==> config.mk <==
export PLATFORM = sky130hd
export DESIGN_NAME = signed_int_to_decimal_text_top
export DESIGN_NICKNAME = d
export VERILOG_FILES = /design/src/hw/rtl/sitdt_pkg.sv /design/src/hw/rtl/signed_int_to_decimal_text_top.sv
export SDC_FILE = /design/constraint.sdc
export NUM_CORES = 1
export LEC_CHECK = 0
export BUFFER_PORTS_ARGS = -buffer_cell sky130_fd_sc_hd__buf_2
export CAP_MARGIN = 25
export CORE_UTILIZATION = 59
export DETAILED_ROUTE_END_ITERATION = 6
export PLACE_DENSITY_LB_ADDON = 0.25
export SYNTH_ARGS = -nofsm -noshare
export SYNTH_HDL_FRONTEND = slang
export SYNTH_SLANG_ARGS = --single-unit
==> constraint.sdc <==
create_clock -name i_clk -period 4.2 [get_ports i_clk]
set_input_delay 0.42 -clock i_clk [delete_from_list [all_inputs] [get_ports i_clk]]
set_output_delay 0.42 -clock i_clk [all_outputs]
set_load 0.02 [all_outputs]
==> src/hw/rtl/sitdt_pkg.sv <==
`timescale 1ns / 1ps
`default_nettype none

package sitdt_pkg;

    localparam int unsigned VALUE_W  = 32;
    localparam int unsigned NDIGITS  = 10;
    localparam int unsigned BCD_W    = 4 * NDIGITS;
    localparam int unsigned STEPS    = 4;
    localparam int unsigned NSTAGES  = VALUE_W / STEPS;
    localparam int unsigned POS_W    = 4;
    localparam int unsigned CHAR_W   = 8;

    localparam logic [CHAR_W-1:0] CHAR_ZERO  = 8'h30;
    localparam logic [CHAR_W-1:0] CHAR_MINUS = 8'h2D;

    typedef struct packed {
        logic [BCD_W-1:0]   bcd;
        logic [VALUE_W-1:0] bin;
    } t_dab;

    // Four shift-and-add-3 steps.
    function automatic t_dab dabble4(input t_dab a);
        t_dab r;
        r = a;
        for (int s = 0; s < STEPS; s++) begin
            for (int d = 0; d < NDIGITS; d++) begin
                if (r.bcd[4*d +: 4] >= 4'd5) begin
                    r.bcd[4*d +: 4] = r.bcd[4*d +: 4] + 4'd3;
                end
            end
            r = {r.bcd[BCD_W-2:0], r.bin, 1'b0};
        end
        return r;
    endfunction

    // Index of the highest nonzero digit, zero if none.
    function automatic logic [POS_W-1:0] top_digit(input logic [BCD_W-1:0] bcd);
        logic [POS_W-1:0] t;
        t = '0;
        for (int d = 0; d < NDIGITS; d++) begin
            if (bcd[4*d +: 4] != 4'd0) begin
                t = POS_W'(d);
            end
        end
        return t;
    endfunction

endpackage

`default_nettype wire

==> src/hw/rtl/signed_int_to_decimal_text_top.sv <==
// Converts a signed 32-bit integer on the slave stream into its decimal ASCII
// text on the master stream, most significant character first, with tlast on
// the final character. Negative values start with '-', there are no leading
// zeros, and zero gives the single character '0'. The conversion runs through
// a nine-stage pipeline (one input register, then eight stages of four
// shift-and-add-3 steps each) that accepts one value per cycle while the
// serializer does not hold it back. A character serializer then emits one
// character per cycle while the master side is ready: each value gives 1 to
// 11 characters, and that character count sets the sustained rate while the
// master side takes every cycle.
`timescale 1ns / 1ps
`default_nettype none

module signed_int_to_decimal_text_top (
    input  wire logic        i_clk,
    input  wire logic        i_rst_n,
    input  wire logic        i_s_tvalid,
    output logic             o_s_tready,
    input  wire logic [31:0] i_s_tdata,   // [31:0] value
    output logic             o_m_tvalid,
    input  wire logic        i_m_tready,
    output logic [7:0]       o_m_tdata,   // [7:0] character
    output logic             o_m_tlast
);

    localparam int unsigned NS = sitdt_pkg::NSTAGES;

    logic                            r_vld [0:NS];
    logic                            r_neg [0:NS];
    sitdt_pkg::t_dab                 r_dab [0:NS];
    logic                            w_rdy [0:NS+1];

    logic                            r_ser_vld;
    logic                            r_ser_sign;
    logic [sitdt_pkg::POS_W-1:0]     r_ser_pos;
    logic [sitdt_pkg::BCD_W-1:0]     r_ser_bcd;
    logic                            w_last;
    logic                            w_xfer;

    assign w_last = !r_ser_sign && (r_ser_pos == '0);
    assign w_xfer = r_ser_vld && i_m_tready;
    assign w_rdy[NS+1] = !r_ser_vld || (i_m_tready && w_last);

    genvar k;
    generate
        for (k = 0; k <= NS; k++) begin : g_rdy
            assign w_rdy[k] = !r_vld[k] || w_rdy[k+1];
        end
    endgenerate

    assign o_s_tready = w_rdy[0];

    // load magnitude
    always_ff @(posedge i_clk) begin
        if (!i_rst_n) begin
            r_vld[0] <= 1'b0;
        end else if (w_rdy[0]) begin
            r_vld[0] <= i_s_tvalid;
        end
        if (w_rdy[0]) begin
            r_neg[0]     <= i_s_tdata[31];
            r_dab[0].bcd <= '0;
            r_dab[0].bin <= i_s_tdata[31] ? (32'd0 - i_s_tdata) : i_s_tdata;
        end
    end

    generate
        for (k = 1; k <= NS; k++) begin : g_stage
            always_ff @(posedge i_clk) begin
                if (!i_rst_n) begin
                    r_vld[k] <= 1'b0;
                end else if (w_rdy[k]) begin
                    r_vld[k] <= r_vld[k-1];
                end
                if (w_rdy[k]) begin
                    r_neg[k] <= r_neg[k-1];
                    r_dab[k] <= sitdt_pkg::dabble4(r_dab[k-1]);
                end
            end
        end
    endgenerate

    // serialize characters
    always_ff @(posedge i_clk) begin
        if (!i_rst_n) begin
            r_ser_vld <= 1'b0;
        end else if (w_rdy[NS+1]) begin
            r_ser_vld <= r_vld[NS];
        end
        if (w_rdy[NS+1]) begin
            r_ser_sign <= r_neg[NS];
            r_ser_bcd  <= r_dab[NS].bcd;
            r_ser_pos  <= sitdt_pkg::top_digit(r_dab[NS].bcd);
        end else if (w_xfer) begin
            if (r_ser_sign) begin
                r_ser_sign <= 1'b0;
            end else begin
                r_ser_pos <= r_ser_pos - 1'b1;
            end
        end
    end

    assign o_m_tvalid = r_ser_vld;
    assign o_m_tlast  = w_last;
    assign o_m_tdata  = r_ser_sign ? sitdt_pkg::CHAR_MINUS
                      : (sitdt_pkg::CHAR_ZERO | {4'd0, r_ser_bcd[4*r_ser_pos +: 4]});

endmodule

`default_nettype wire

==> impl_metrics.ini <==
[status]
status = finished, final reports clean

[floorplanning]
die_area_mm2 = 0.0512
fp.coreArea_mm2 = 0.0493
io_pins = 47
initial_utilization_pct = 60.2
fp.dieW_um = 226
rows = 81
chipHeight_um = 226

[drt]
ant_nets = 0
finalWirelength_um = 56800
wl_per_cell_um = 14.3
drt_iter0_drc = 1516
vias_per_cell = 6.08
remaining_drc_errors = 0
drt-pass1-iter-count = 6
vias = 24183

[sta]
slew_violations = 0
finalSetupViolations = 0
period_minus_slack_ns = 3.93
slew_headroom_pct = 40.9
fin_skew_ns = 0.0173
fmax_ghz = 0.254
hold_violations = 0
rsz0062_at_grt = true
finalCritPeriodShare_pct = 93.6
worstMarginPinSlew_ns = 0.881

[cts]
cts_hold_buf = 0
path_clk_slew_ns = 0.06
root_buffer = clkbuf_16
htreeDepth = 2
numCtsBuffers = 43
cts_tree = yes
clock_latency_ns = 0.58
cts_sinks = 393
clockBufferDepth = 3

[layout]
drive_gt1_share_pct = 8.60
nets = 3467
final_cells = 3978
syn_to_final_growth_pct = 8.36
diodes = 0

[grt]
antenna_found_initial = 0
gr-total-overflow = 0
grt_usage_pct = 21.8
grt_max_degree = 42
grt_first_pass_wirelength_um = 96400
grt_pass1_vias = 22575

[worst_hold_path]
hp-class = in2reg

[placed_design]
placedCellCount = 3891
port_buffers = 43
gp_routability_congestion = 0.842
dp_hpwl_um = 41500

[critical_path]
path_class = reg2out
end_kind = output pin
path_max_fanout = 11
arrival_ns = 3.51
worstPathRequired_ns = 3.78
critPathLaunchType = flip-flop

[synthesis]
synth-compound-area-share_pct = 24.8
netlist_area_mm2 = 0.0297
synthMuxAreaShare_pct = 4.58
synth-async-reset-ratio_pct = 0
yosysUniqueCellTypes = 80
yosys-top-cells-count = edfxtp_1 (391), o21ai_0 (319), nand2_1 (266)
synthCells = 3243
synthAdderAreaFrac_pct = 6.48
ys_dominant_reg_cell = edfxtp_1
synthXorXnorAreaFrac_pct = 5.19
synth_top_cell_area_share_pct = 39.6
ys_ff_latch = 393
yosys.area.top_type = edfxtp_1
yosysSeqAreaShare_pct = 39.7
synth_edf_count = 391
avgSynthCellArea_um2 = 9.15
synthTopCellsByArea = edfxtp_1 (40%), ha_1 (6.4%), o21ai_0 (5.4%)
synth_top_family_by_area = compound AO/OA/AOI/OAI gates
yosysWarnings = 0
yosys.area_share.simple_pct = 15.1
yosysMostFrequentCell = edfxtp_1

[flow_run]
drv_cap = 0
==> cells by family after synthesis <==
family	Yosys count
flip-flops	393
adder cells (fa/ha/maj)	154
multiplexers	120
buffers and inverters	321
AND/OR/NAND/NOR	919
AO/OA/AOI/OAI	1158
XOR/XNOR	176
other	2
==> timing repair <==
item	4_1_cts	5_1_grt
buffers inserted	0	7
setup endpoints to repair	0	20
gates resized for setup	0	20
==> area by class of cell <==
type	count	area, µm²
Fill cell	3873	17100
Multi-Input combinational cell	2530	16800
Sequential cell	393	11800
Clock buffer	49	1100
Inverter	227	860
Tap cell	664	831
Timing Repair Buffer	84	523
Clock inverter	31	292
==> metrics by stage <==
step	setup WS, ns	hold slack, ns	setup TNS (ns)	util [%]	instance area (µm²)
4_1_cts	0.0877	0.0363	0	65.0	32000
2_1_floorplan	-0.0496	0.400	-3.24	-	29700
5_1_grt	-0.0218	0.0443	-0.0218	65.3	32200
6_report	0.269	0.0657	0	65.3	32200
3_5_place_dp	0.129	0.405	0	62.2	30600
3_3_place_gp	0.283	0.401	0	62.2	30600
==> cells in the final DEF, fill, tap and decap left out, types with 24 or more instances in the layout <==
| cell | netlist | final |
|---|---|---|
| or3_1 | 24 | 24 |
| buf_2 | 0 | 43 |
| nor2_1 | 240 | 240 |
| mux2i_1 | 65 | 65 |
| a21o_1 | 40 | 39 |
| o21ai_0 | 319 | 319 |
| clkbuf_16 | 0 | 43 |
| nand3_1 | 56 | 54 |
| xnor2_1 | 144 | 142 |
| nor2b_1 | 37 | 36 |
| edfxtp_1 | 391 | 391 |
| nand2b_1 | 69 | 69 |
| a31oi_1 | 55 | 54 |
| inv_1 | 226 | 224 |
| o211ai_1 | 35 | 35 |
| ha_1 | 152 | 151 |
| a211oi_1 | 66 | 62 |
| a21oi_1 | 262 | 260 |
| o31ai_1 | 40 | 40 |
| mux2_2 | 47 | 47 |
| o22ai_1 | 43 | 43 |
| nand2_1 | 266 | 264 |
| o21a_1 | 54 | 54 |
| and2_1 | 28 | 28 |
| nor3b_1 | 42 | 42 |
| xor2_1 | 32 | 32 |
| buf_4 | 3 | 41 |
| nor3_1 | 57 | 57 |
==> worst max-delay path, stage by stage, from the launching register on <==
cell      delay, ns
edfxtp_1       0.63
inv_1          0.13
ha_1           0.20
nor4b_1        0.15
nand2_1        0.08
and2_1         0.33
and3_1         0.44
and3_1         0.30
and2_1         0.30
nand3_2        0.17
buf_2          0.19
==> per-layer routing <==
metal | global-route usage, % | up-vias | share of wire (%)
met5 | 0 | - | 0
met4 | 7.17 | 0 | 1.9
met3 | 2.73 | 82 | 3.7
met2 | 41.4 | 552 | 52
met1 | 25.2 | 11287 | 42
li1 | - | 12262 | -
==> flip-flops by register name, indices dropped and copies added (netlist names) <==
name        count
r_ser_pos       4
o_m_tvalid      1
r_ser_bcd      40
r_dab         329
r_neg           9
r_vld           9
r_ser_sign      1
==> worst paths after layout <==
path                            from                 endpoint  slack (ns)  cells past startpoint
min reg2reg   r_dab[0][81]$_DFFE_PP_  r_dab[0][157]$_DFFE_PP_        0.42                      0
max reg2reg  r_dab[0][392]$_DFFE_PP_  r_dab[0][469]$_DFFE_PP_        0.27                     16
max           r_ser_pos[1]$_DFFE_PP_               o_s_tready        0.27                     10
min                     i_s_tdata[0]    r_dab[0][0]$_DFFE_PP_        0.07                      1
Power is left out: the tool's default activity adds up to more than one toggle a clock period on the data nets, which glitch-free logic cannot reach.
